`src/sv/assert_macros.svh`:
```
// Assertion macros shared by the polynomial term accumulator RTL.
// No dependencies; include with the bare file name.
`ifndef ASSERT_MACROS_SVH
`define ASSERT_MACROS_SVH
`ifndef SYNTHESIS
// Same-cycle implication, disabled during reset.
`define ASSERT_IMPL(name, clk, rst, ante, cons) \
  name: assert property (@(posedge clk) disable iff (rst) (ante) |-> (cons)) \
    else $error("same-cycle assertion failed");
// Next-cycle implication, disabled during reset.
`define ASSERT_NEXT(name, clk, rst, ante, cons) \
  name: assert property (@(posedge clk) disable iff (rst) (ante) |=> (cons)) \
    else $error("next-cycle assertion failed");
`else
`define ASSERT_IMPL(name, clk, rst, ante, cons)
`define ASSERT_NEXT(name, clk, rst, ante, cons)
`endif
`endif

```
`src/sv/pta_pkg.sv`:
```
// Package for the polynomial term accumulator: field widths, request codes
// and controller states. No dependencies.
`timescale 1ns / 1ps
package pta_pkg;

  localparam int REQ_W     = 2;
  localparam int TCOEFF_W  = 32;
  localparam int EXP_W     = 6;
  localparam int POINT_W   = 32;
  localparam int VALUE_W   = 32;
  localparam int TCOUNT_W  = 7;

  typedef enum logic [REQ_W-1:0] {
    REQ_INSERT = 2'd0,
    REQ_EVAL   = 2'd1,
    REQ_CLEAR  = 2'd2
  } req_code_t;

  typedef enum logic [2:0] {
    ST_IDLE,
    ST_INS_RD,
    ST_INS_WR,
    ST_EV_RUN,
    ST_EV_LAST,
    ST_RESP
  } state_t;

endpackage

```
`src/sv/pta_ifs.sv`:
```
// Request and response channel interfaces (valid/ready) for the polynomial
// term accumulator. Depends on pta_pkg.
`timescale 1ns / 1ps
interface pta_req_if;
  import pta_pkg::*;
  logic                       valid;
  logic                       ready;
  logic        [REQ_W-1:0]    req_type;
  logic signed [TCOEFF_W-1:0] term_coeff;
  logic        [EXP_W-1:0]    term_exp;
  logic signed [POINT_W-1:0]  point;

  modport source (output valid, req_type, term_coeff, term_exp, point, input ready);
  modport sink   (input valid, req_type, term_coeff, term_exp, point, output ready);
endinterface

interface pta_rsp_if;
  import pta_pkg::*;
  logic                       valid;
  logic                       ready;
  logic signed [VALUE_W-1:0]  value;
  logic        [TCOUNT_W-1:0] term_count;

  modport source (output valid, value, term_count, input ready);
  modport sink   (input valid, value, term_count, output ready);
endinterface

```
`src/sv/pta_ram.sv`:
```
// Generic simple dual-port RAM: one write port, one read port, registered
// read data. No dependencies.
`timescale 1ns / 1ps
module pta_ram #(
  parameter int WIDTH = 32,
  parameter int DEPTH = 64
) (
  input  logic                     clk,
  input  logic                     we,
  input  logic [$clog2(DEPTH)-1:0] waddr,
  input  logic [WIDTH-1:0]         wdata,
  input  logic [$clog2(DEPTH)-1:0] raddr,
  output logic [WIDTH-1:0]         rdata
);

  logic [WIDTH-1:0] mem [DEPTH];

  always_ff @(posedge clk) begin
    if (we) begin
      mem[waddr] <= wdata;
    end
    rdata <= mem[raddr];
  end

endmodule

```
`src/sv/polynomial_term_accumulator_core.sv`:
```
// Polynomial term accumulator top level: dense coefficient store in a RAM,
// read-modify-write insert, Horner evaluate. Depends on pta_pkg, pta_ifs,
// pta_ram and assert_macros.svh.
//
//   channel | dir | beat contents
//   --------+-----+-------------------------------------------------
//   req     | in  | req_type, term_coeff, term_exp, point
//   rsp     | out | value (evaluate result, else 0), term_count
//
// Accepted beat to loaded response: insert passes a RAM read and a write
// state (neither when the exponent is out of range or the coefficient is
// zero), clear and unused codes go straight to response, and evaluate does
// one read and multiply-add per coefficient; beats are taken only in idle.
// Reset clears at once: every entry has a valid bit, and an entry whose bit
// is clear reads as zero, so no clearing pass is needed. A clear request
// drops all valid bits at once.
// A response that is not taken stalls the controller in its response state
// only; the next request beat is still taken while the response waits.
`timescale 1ns / 1ps
`include "assert_macros.svh"
module polynomial_term_accumulator_core #(
  parameter int MAX_DEGREE  = 63,
  parameter int COEFF_WIDTH = 32
) (
  input logic     clk,
  input logic     rst,
  pta_req_if.sink   req,
  pta_rsp_if.source rsp
);
  import pta_pkg::*;

  localparam int DEPTH = MAX_DEGREE + 1;
  localparam int AW    = $clog2(DEPTH);
  localparam int CNT_W = $clog2(DEPTH + 1);

  // controller
  state_t state, state_next;

  // control registers (reset)
  logic [DEPTH-1:0] vld;         // entry written since last clear
  logic [CNT_W-1:0] cnt;         // nonzero terms
  logic             out_valid;

  // payload registers (no reset)
  logic [AW-1:0]          exp_q;
  logic [COEFF_WIDTH-1:0] add_q;
  logic [VALUE_W-1:0]     x_q;
  logic [VALUE_W-1:0]     acc;
  logic [AW-1:0]          idx;
  logic                   pend;   // rdata holds a coefficient for Horner
  logic                   vld_q;  // valid bit of the entry in rdata
  logic [VALUE_W-1:0]     out_value;
  logic [TCOUNT_W-1:0]    out_count;

  // RAM ports
  logic                   ram_we;
  logic [AW-1:0]          ram_raddr;
  logic [COEFF_WIDTH-1:0] ram_wdata;
  logic [COEFF_WIDTH-1:0] ram_rdata;

  // decoded beat
  logic                   req_fire;
  logic                   rsp_fire;
  logic                   out_free;
  logic                   resp_load;
  req_code_t              code;
  logic [COEFF_WIDTH-1:0] add_in;
  logic                   ins_ok;

  // datapath
  logic [COEFF_WIDTH-1:0] old_coef;
  logic [COEFF_WIDTH-1:0] sum;
  logic [VALUE_W-1:0]     coef_term;
  logic [VALUE_W-1:0]     mac;

  pta_ram #(
    .WIDTH (COEFF_WIDTH),
    .DEPTH (DEPTH)
  ) u_store (
    .clk   (clk),
    .we    (ram_we),
    .waddr (exp_q),
    .wdata (ram_wdata),
    .raddr (ram_raddr),
    .rdata (ram_rdata)
  );

  assign req_fire = req.valid && req.ready;
  assign rsp_fire = out_valid && rsp.ready;
  assign out_free = !out_valid || rsp.ready;
  assign code     = req_code_t'(req.req_type);

  // coefficient sign-extended or truncated to the store width
  assign add_in = COEFF_WIDTH'(req.term_coeff);
  assign ins_ok = (int'(req.term_exp) <= MAX_DEGREE) && (add_in != '0);

  // insert read-modify-write; an entry not written since clear is zero
  assign old_coef  = vld_q ? ram_rdata : '0;
  assign sum       = old_coef + add_q;
  assign ram_wdata = sum;

  // Horner step: acc * x + coefficient, all modulo 2^32
  assign coef_term = (pend && vld_q) ? VALUE_W'($signed(ram_rdata)) : '0;
  assign mac       = acc * x_q + coef_term;

  // controller outputs
  always_comb begin
    req.ready = (state == ST_IDLE);
    ram_we    = (state == ST_INS_WR);
    ram_raddr = (state == ST_EV_RUN) ? idx : exp_q;
    resp_load = (state == ST_RESP) && out_free;
  end

  // controller next state
  always_comb begin
    state_next = state;
    case (state)
      ST_IDLE: begin
        if (req_fire) begin
          case (code)
            REQ_INSERT: state_next = ins_ok ? ST_INS_RD : ST_RESP;
            REQ_EVAL:   state_next = ST_EV_RUN;
            default:    state_next = ST_RESP;
          endcase
        end
      end
      ST_INS_RD:  state_next = ST_INS_WR;
      ST_INS_WR:  state_next = ST_RESP;
      ST_EV_RUN:  state_next = (idx == '0) ? ST_EV_LAST : ST_EV_RUN;
      ST_EV_LAST: state_next = ST_RESP;
      ST_RESP:    state_next = out_free ? ST_IDLE : ST_RESP;
      default:    state_next = ST_IDLE;
    endcase
  end

  // control state
  always_ff @(posedge clk) begin
    if (rst) begin
      state     <= ST_IDLE;
      vld       <= '0;
      cnt       <= '0;
      out_valid <= 1'b0;
    end else begin
      state <= state_next;
      if (req_fire && code == REQ_CLEAR) begin
        vld <= '0;
        cnt <= '0;
      end
      if (state == ST_INS_WR) begin
        vld[exp_q] <= 1'b1;
        // count follows the zero/nonzero transition of the entry
        if (old_coef == '0 && sum != '0) begin
          cnt <= cnt + CNT_W'(1);
        end else if (old_coef != '0 && sum == '0) begin
          cnt <= cnt - CNT_W'(1);
        end
      end
      if (resp_load) begin
        out_valid <= 1'b1;
      end else if (rsp_fire) begin
        out_valid <= 1'b0;
      end
    end
  end

  // payload and datapath
  always_ff @(posedge clk) begin
    vld_q <= vld[ram_raddr];
    pend  <= (state == ST_EV_RUN);
    if (req_fire) begin
      exp_q <= AW'(req.term_exp);
      add_q <= add_in;
      x_q   <= VALUE_W'(req.point);
      idx   <= AW'(DEPTH - 1);
      acc   <= '0;
    end
    if (state == ST_EV_RUN) begin
      idx <= idx - AW'(1);
    end
    if (state == ST_EV_RUN || state == ST_EV_LAST) begin
      acc <= mac;
    end
    if (resp_load) begin
      out_value <= acc;
      out_count <= TCOUNT_W'(cnt);
    end
  end

  assign rsp.valid      = out_valid;
  assign rsp.value      = out_value;
  assign rsp.term_count = out_count;

  // never more nonzero terms than entries
  `ASSERT_IMPL(a_cnt_range, clk, rst, 1'b1, int'(cnt) <= DEPTH)
  // an accepted beat closes the request side until the response is queued
  `ASSERT_NEXT(a_busy_after_accept, clk, rst, req_fire, !req.ready)
  // a written entry is marked valid from then on
  `ASSERT_NEXT(a_write_marks_valid, clk, rst, ram_we, vld[$past(exp_q)])
  // the last coefficient read leads straight into the final Horner step
  `ASSERT_NEXT(a_eval_tail, clk, rst, state == ST_EV_RUN && idx == '0,
               state == ST_EV_LAST)
  // a response loaded from the response state shows up on the port
  `ASSERT_NEXT(a_resp_shown, clk, rst, resp_load, rsp.valid)

endmodule

```
`src/flat_wrapper.sv`:
```
// flat-port wrapper written by rule: the top's interface ports become plain ports
module polynomial_term_accumulator_core_flat import pta_pkg::*;
#(
  parameter int MAX_DEGREE  = 63,
  parameter int COEFF_WIDTH = 32
)
  (clk, rst, req_valid, req_req_type, req_term_coeff, req_term_exp, req_point, req_ready, rsp_valid, rsp_value, rsp_term_count, rsp_ready);
  pta_req_if req_i ();
  pta_rsp_if rsp_i ();
  input logic clk;
  input logic rst;
  input wire logic [$bits(req_i.valid)-1:0] req_valid;
  input wire logic [$bits(req_i.req_type)-1:0] req_req_type;
  input wire logic [$bits(req_i.term_coeff)-1:0] req_term_coeff;
  input wire logic [$bits(req_i.term_exp)-1:0] req_term_exp;
  input wire logic [$bits(req_i.point)-1:0] req_point;
  output wire logic [$bits(req_i.ready)-1:0] req_ready;
  output wire logic [$bits(rsp_i.valid)-1:0] rsp_valid;
  output wire logic [$bits(rsp_i.value)-1:0] rsp_value;
  output wire logic [$bits(rsp_i.term_count)-1:0] rsp_term_count;
  input wire logic [$bits(rsp_i.ready)-1:0] rsp_ready;
  assign req_i.valid = req_valid;
  assign req_i.req_type = req_req_type;
  assign req_i.term_coeff = req_term_coeff;
  assign req_i.term_exp = req_term_exp;
  assign req_i.point = req_point;
  assign req_ready = req_i.ready;
  assign rsp_valid = rsp_i.valid;
  assign rsp_value = rsp_i.value;
  assign rsp_term_count = rsp_i.term_count;
  assign rsp_i.ready = rsp_ready;
  polynomial_term_accumulator_core #(.MAX_DEGREE(MAX_DEGREE), .COEFF_WIDTH(COEFF_WIDTH)) u_core (.clk(clk), .rst(rst), .req(req_i), .rsp(rsp_i));
endmodule
```
`config.mk`:
```
export PLATFORM = sky130hd
export DESIGN_NAME = polynomial_term_accumulator_core_flat
export DESIGN_NICKNAME = d
export VERILOG_FILES = /design/src/sv/pta_pkg.sv /design/src/sv/pta_ifs.sv /design/src/sv/pta_ram.sv /design/src/sv/polynomial_term_accumulator_core.sv /design/src/flat_wrapper.sv
export VERILOG_INCLUDE_DIRS = /design/src /design/src/sv
export SDC_FILE = /design/constraint.sdc
export NUM_CORES = 2
export LEC_CHECK = 0
export BUFFER_PORTS_ARGS = -buffer_cell sky130_fd_sc_hd__buf_2
export CAP_MARGIN = 40
export CELL_PAD_IN_SITES_DETAIL_PLACEMENT = 1
export CELL_PAD_IN_SITES_GLOBAL_PLACEMENT = 2
export CORE_MARGIN = 1.5
export CORE_UTILIZATION = 44
export CTS_CLUSTER_DIAMETER = 60
export DETAILED_ROUTE_END_ITERATION = 10
export PLACE_DENSITY = 0.8
export SYNTH_ARGS = -nofsm -noshare
export SYNTH_HDL_FRONTEND = slang
export SYNTH_SLANG_ARGS = --single-unit
```
`constraint.sdc`:
```
create_clock -name clk -period 8.1 [get_ports clk]
set_clock_uncertainty 0.05 [all_clocks]
set_input_delay 0.81 -clock clk [delete_from_list [all_inputs] [get_ports clk]]
set_output_delay 0.81 -clock clk [all_outputs]
set_load 0.1 [all_outputs]
```
# == Word level (Yosys, flattened, before mapping) ==
# Memory sizes are Yosys's and may differ from the RTL's. A register that Yosys moved wholly into a read port is not among the register bits.
# Cells that the tools add are included.
# totals
out_inout_bits,41
ram_bits,2048
n_memories,1
inputBits,76
elab_cells,83
ff_bits,224
# classes
n_reduce_logical,23
addsub,5
n_lt_le_gt_ge,3
bitwise,1
mul,1
mux,28
eq_ne,8
# mem_list
memory,depth,word_bits,read_ports,rd_clocked_by_memory_dff,wr,line,rtl
u_core.u_store.mem,64,32,1,1,1,pta_ram.sv:16,logic [WIDTH-1:0] mem [DEPTH];
# op_table
cell,count
64-bit two-way mux,3
32-bit two-way mux,4
32-bit nonzero test,3
32-bit adder,2
32-bit logical NOT,2
64-bit bitwise OR,1
32-bit by 32-bit multiplier with 32-bit output,1
7-bit two-way mux,4
6-bit two-way mux,3
3-bit one-hot mux with 5 select lines,1
6-bit by 7-bit < comparator with 1-bit output (second input constant),2
3-bit two-way mux,4
1-bit logical AND,8
7-bit by 1-bit adder with 7-bit output (second input constant),1
7-bit by 1-bit subtractor with 7-bit output (second input constant),1
1-bit binary-select mux with 6-bit select,1
1-bit demux with 6-bit select,1
3-bit by 2-bit == test with 1-bit output (second input constant),2
3-bit == test (second input constant),2
6-bit by 1-bit >= comparator with 1-bit output (second input constant),1
6-bit logical NOT,1
1-bit two-way mux,6
3-bit one-hot mux with 2 select lines,1
2-bit nonzero test,3
other kinds (10),11

# == Logic depth before layout (Yosys ltp) ==
# depth
ltp_word,7
depth_mapped,32
ltp_nobuf,30

# == Hierarchy ==
# A second synthesis with hierarchy kept.
# unflattened
hier_cells,6268
area_unflattened_um2,106215.6
# by_module_without_submodules
module,area_each_um2,n_inst,cells_each,seq_area_each_um2
pta_ram,78515.3,1,3324,62139.6
polynomial_term_accumulator_core,27700.3,1,2944,5955.7

# == Least setup slack after synthesis ==
# No wires, ideal clock.
# synth_timing
path_kind,reg2reg
from,register u_core.vld_q
to,register u_core.cnt[3]
t_required_ns,7.918
stages_incl_launch_ff,18
setup_ns,0.132
path_buffers,3
synth_period_minus_slack_ns,7.794
setup_slack_ns,0.306
arrival_ns,7.612
cell_sequence,dfxtp_1 > clkbuf_1 > clkbuf_1 > clkbuf_1 > and2_1 > ha_1 > a21oi_1 > and2_4 > a21oi_1 > o311ai_0 > a21oi_1 > nand4_1 > nor4_4 > nand4_4 > nor3_4 > o2bb2ai_1 > o41ai_1 > a21oi_1
# synth_between
elab_chain_len,7
elab_cells_between_ends,11
classes_between,1 x add/sub; 4 x mux; 6 x reduce/logical
# synth_lines
item,line,rtl
"start, declared",polynomial_term_accumulator_core.sv:51,logic vld_q;
"start signal, assigned",polynomial_term_accumulator_core.sv:168,vld_q <= vld[ram_raddr];
32-bit two-way mux (*),polynomial_term_accumulator_core.sv:98,assign old_coef = vld_q ? ram_rdata : '0;
32-bit adder (*),polynomial_term_accumulator_core.sv:99,assign sum = old_coef + add_q;
net u_core.ram_wdata[14],polynomial_term_accumulator_core.sv:58,logic [COEFF_WIDTH-1:0] ram_wdata;
32-bit logical NOT,polynomial_term_accumulator_core.sv:154,end else if (old_coef != '0 && sum == '0) begin
1-bit logical AND,polynomial_term_accumulator_core.sv:154,
7-bit two-way mux,polynomial_term_accumulator_core.sv:154,
7-bit two-way mux (*),polynomial_term_accumulator_core.sv:152,if (old_coef == '0 && sum != '0) begin
7-bit two-way mux (*),polynomial_term_accumulator_core.sv:149,if (state == ST_INS_WR) begin
"end signal, assigned",polynomial_term_accumulator_core.sv:153,cnt <= cnt + CNT_W'(1);
"end signal, assigned",polynomial_term_accumulator_core.sv:155,cnt <= cnt - CNT_W'(1);
"end, declared",polynomial_term_accumulator_core.sv:41,logic [CNT_W-1:0] cnt;
# Mark *: on every way through the listed nets, which the timed path passes. The rest lies on a longest branch.
# A chain may end at the register's enable or synchronous reset.

# == Worst setup path in the final report ==
# layout_timing
from,register u_core.x_q[0]
to,register u_core.acc[30] (data pin)
# layout_between
elab_chain_len,3
# layout_lines
item,line,rtl
"start, declared",polynomial_term_accumulator_core.sv:47,logic [VALUE_W-1:0] x_q;
"start signal, assigned",polynomial_term_accumulator_core.sv:173,x_q <= VALUE_W'(req.point);
32-bit by 32-bit multiplier with 32-bit output,polynomial_term_accumulator_core.sv:104,assign mac = acc * x_q + coef_term;
32-bit adder,polynomial_term_accumulator_core.sv:104,
32-bit two-way mux,polynomial_term_accumulator_core.sv:180,if (state == ST_EV_RUN || state == ST_EV_LAST) begin
"end signal, assigned",polynomial_term_accumulator_core.sv:181,acc <= mac;
"end, declared",polynomial_term_accumulator_core.sv:48,logic [VALUE_W-1:0] acc;
# No other way between the ends.

==> impl_metrics.csv <==
group,metric,value,unit
clocking,ctsRootBufferMaster,"sky130_fd_sc_hd__clkbuf_16",
setup_path,crit_family,"adder cells",
sta,timing_worst_slew_pin_value,0.954,ns
setup_path,worst_path_max_delay_cell,"sky130_fd_sc_hd__fa_1",
floorplan,initial_core_util,44.3,%
hold_path,hold_path_cells,1,
clocking,setup_buffers_after_cts,0,
sta,final.min_clock_period,7.77,ns
sta,finalCritPeriodShare,95.9,%
synth,synth_seq_area_share,63.8,%
place,routabilityCongestion,0.851,
setup_path,r2r_end,"u_core.acc[30]",
synth,synth_warnings,0,
setup_path,path_max_fanout,18,
floorplan,core_area,241000,um2
floorplan,die_width,495,um
clocking,cts_max_level,4,
routing,wl_per_cell,30.3,um
place,numPortBuffers,116,
routing,detailedRoute.firstPassIterationCount,5,
setup_path,worst_setup_path_end_kind,"register",
setup_path,critPathLaunchType,"register",
routing,drt_wl_total,310,mm
clocking,cts_buffers,240,
setup_path,critical_path.reg2reg.startpoint,"u_core.x_q[0]",
floorplan,core.rowCount,180,
routing,vias_per_cell,5.90,
routing,post-route-drc-count,0,
setup_path,timing.reg2reg.worst_path_depth,28,
cells_and_area,area.growth.synth_to_final,13.7,%
synth,average_footprint_of_a_synthesized_cell,16.5,um2
cells_and_area,most_frequent_cells_in_the_layout,"2195 x sky130_fd_sc_hd__edfxtp_1, 533 x sky130_fd_sc_hd__nand2_1, 528 x sky130_fd_sc_hd__mux4_2",
setup_path,bufs_and_invs_on_worst_path,8,
setup_path,timing.setup.critical_path_class,"register to register",
synth,ys.flop_type,"sky130_fd_sc_hd__edfxtp_1",
sta,finalHoldViolCount,0,
sta,slew_violations,0,
global_routing,number_of_global_route_vias_before_repair,63900,
global_routing,globalRoute.totalOverflow,0,
cells_and_area,design.final.nets,7475,
setup_path,critical_path_required,8.60,ns
synth,syn-num-nets,7150,
clocking,cts_buffer_depth,3,
routing,detail_route.iter0.violations,6002,
global_routing,grt_pass1_wl,452,mm
clocking,clock_latency,0.94,ns
synth,synthCells,6477,
synth,synth.cell_area,107000,um2
hold_path,holdPathEnd,"u_core.add_q[12]",
synth,synth_edf_count,2195,
cells_and_area,layout.core_utilization,50.4,%
sta,fmax,129,MHz
hold_path,timing.hold.worst.class,"primary input to register",
clocking,clkTransAtPathRegs,0.06,ns
synth,async_flop_share,0,%
synth,synth-seq-cells,2304,
floorplan,floorplan.die_area,245000,um2
sta,max_slew_margin,36.0,%
routing,num_vias,60100,
place,dpl.hpwl,193,mm
floorplan,die_h,495,um
setup_path,critical_path_at,8.27,ns
sta,setup-violations-final,0,
global_routing,grt_max_degree,108,
sta,setup_total_negative_slack,0,ns
setup_path,path_common_cell,"sky130_fd_sc_hd__fa_1",
clocking,tritoncts,"yes",
synth,synthDistinctLibCells,82,
job,max-cap-violations,0,
global_routing,antenna_found_initial,24,
routing,postRouteAntennaNets,0,
cells_and_area,post_route_cells_drive_above_1_share,20.4,%
cells_and_area,layout_commonest_cell,"sky130_fd_sc_hd__edfxtp_1",
setup_path,r2r_setup_slack,0.33,ns
run_status,status,"finished, final reports clean",
sta,rsz0062_at_grt,"false",
floorplan,boundaryPins,117,
clocking,numClockSinks,2304,
global_routing,gr-usage-all-layers,25.5,%
setup_path,critical_path.max_stage_delay,0.58,ns
hold_path,timing.hold.worst.start,"req_term_coeff[12]",
-- synthesized netlist by cell type, drive strengths merged, types with 3 or more instances --
| master | n | area share, % |
|---|---|---|
| o211ai | 11 | 0.077 |
| dfxtp | 109 | 2.0 |
| ha | 158 | 1.9 |
| xor2 | 29 | 0.24 |
| a2111oi | 5 | 0.070 |
| nand4 | 13 | 0.090 |
| edfxtp | 2195 | 62 |
| nand2 | 534 | 1.9 |
| o211a | 3 | 0.028 |
| mux4 | 528 | 11 |
| nor4 | 23 | 0.15 |
| or3 | 11 | 0.074 |
| or3b | 5 | 0.041 |
| a31oi | 70 | 0.42 |
| nor3 | 28 | 0.16 |
| o21ai | 37 | 0.18 |
| and4b | 3 | 0.028 |
| xnor2 | 76 | 0.62 |
| mux2i | 8 | 0.075 |
| a211oi | 177 | 1.2 |
| and3 | 36 | 0.21 |
| a22oi | 3 | 0.026 |
| nand3 | 30 | 0.14 |
| nand2b | 12 | 0.070 |
| nand3b | 13 | 0.091 |
| o311ai | 3 | 0.025 |
| fa | 439 | 8.2 |
| o21a | 9 | 0.063 |
| nor2 | 200 | 0.72 |
| a21oi | 196 | 0.92 |
| o21bai | 7 | 0.049 |
| a21o | 24 | 0.17 |
| inv | 501 | 1.8 |
| a211o | 5 | 0.041 |
| nor2b | 14 | 0.082 |
| or2 | 3 | 0.018 |
| clkbuf | 279 | 0.98 |
| a311oi | 68 | 0.56 |
| buf | 74 | 0.39 |
| and2 | 505 | 3.0 |
| nor3b | 4 | 0.028 |
-- worst max-delay path by stage --
stage	end	from	slack (ns)	cells past startpoint
after CTS	u_core.acc[31]	u_core.acc[12]	0.23	29
after global routing	u_core.acc[30]	u_core.x_q[0]	0.009	28
final	u_core.acc[30]	u_core.x_q[0]	0.33	28
after floorplan	u_core.cnt[3]	u_core.vld_q	0.31	17
after global placement	u_core.acc[31]	u_core.vld_q	0.35	29
after detailed placement	u_core.acc[31]	u_core.x_q[0]	0.30	29
-- registers in the layout (all words and copies together) (netlist names) --
register,cells
u_core.acc,32
u_core.add_q,32
u_core.cnt,7
u_core.exp_q,6
u_core.idx,6
u_core.pend,1
u_core.rsp.term_count,7
u_core.rsp.valid,1
u_core.rsp.value,32
u_core.state,3
u_core.u_store.mem,2048
u_core.u_store.rdata,32
u_core.vld,64
u_core.vld_q,1
u_core.x_q,32
-- cell type report --
type,instances,area [um2]
clock buffer,295,6280
multi-input combinational,3318,36100
tap,3185,3990
fill,22500,119000
inverter,502,1890
sequential,2304,68100
clock inverter,153,1640
timing repair buffer,436,3350
antenna,8,20.0
-- layer usage --
metal	up-vias	track usage, %	share of wire [%]
met1	32400	35.4	41
met4	4	8.26	3.2
met2	2398	40.9	48
li1	24900	-	-
met5	-	0	0.0097
met3	462	4.69	7.5
-- repair_timing --
action	CTS	global route
hold endpoints to repair	22	0
endpoints found under the setup margin	0	2
gates resized for setup	0	3
hold buffers	22	0
-- cell families after synthesis --
kind of cell | share of synthesized area (%)
flip-flops | 63.8
AND/OR/NAND/NOR | 6.82
buffers and inverters | 3.14
AO/OA/AOI/OAI | 4.05
adder cells (fa/ha/maj) | 10.1
multiplexers | 11.2
XOR/XNOR | 0.862
-- worst register-to-register path, delay by kind of cell (launching register included) --
family / cells / cell delay, ns
fa+ha+maj: 9 / 4.27
compound gates: 7 / 1.67
buf+inv: 8 / 0.70
flops: 1 / 0.43
simple gates: 3 / 0.21
xor+xnor: 1 / 0.17
-- metrics by stage --
stage / setup WS [ns] / std cells / cell area, um2 / hold WS (ns)
after floorplan: 0.306 / 6477 / 107000 / 0.372
after global placement: 0.351 / 9699 / 113000 / 0.411
after detailed placement: 0.299 / 9718 / 113000 / 0.426
after CTS: 0.226 / 10200 / 121000 / 0.000564
after global routing: 0.00866 / 10200 / 121000 / 0.0210
final: 0.331 / 10200 / 121000 / 0.0476
Power is not shown: default switching activity piles up to over one toggle a cycle in this logic, so the estimate is an artifact.
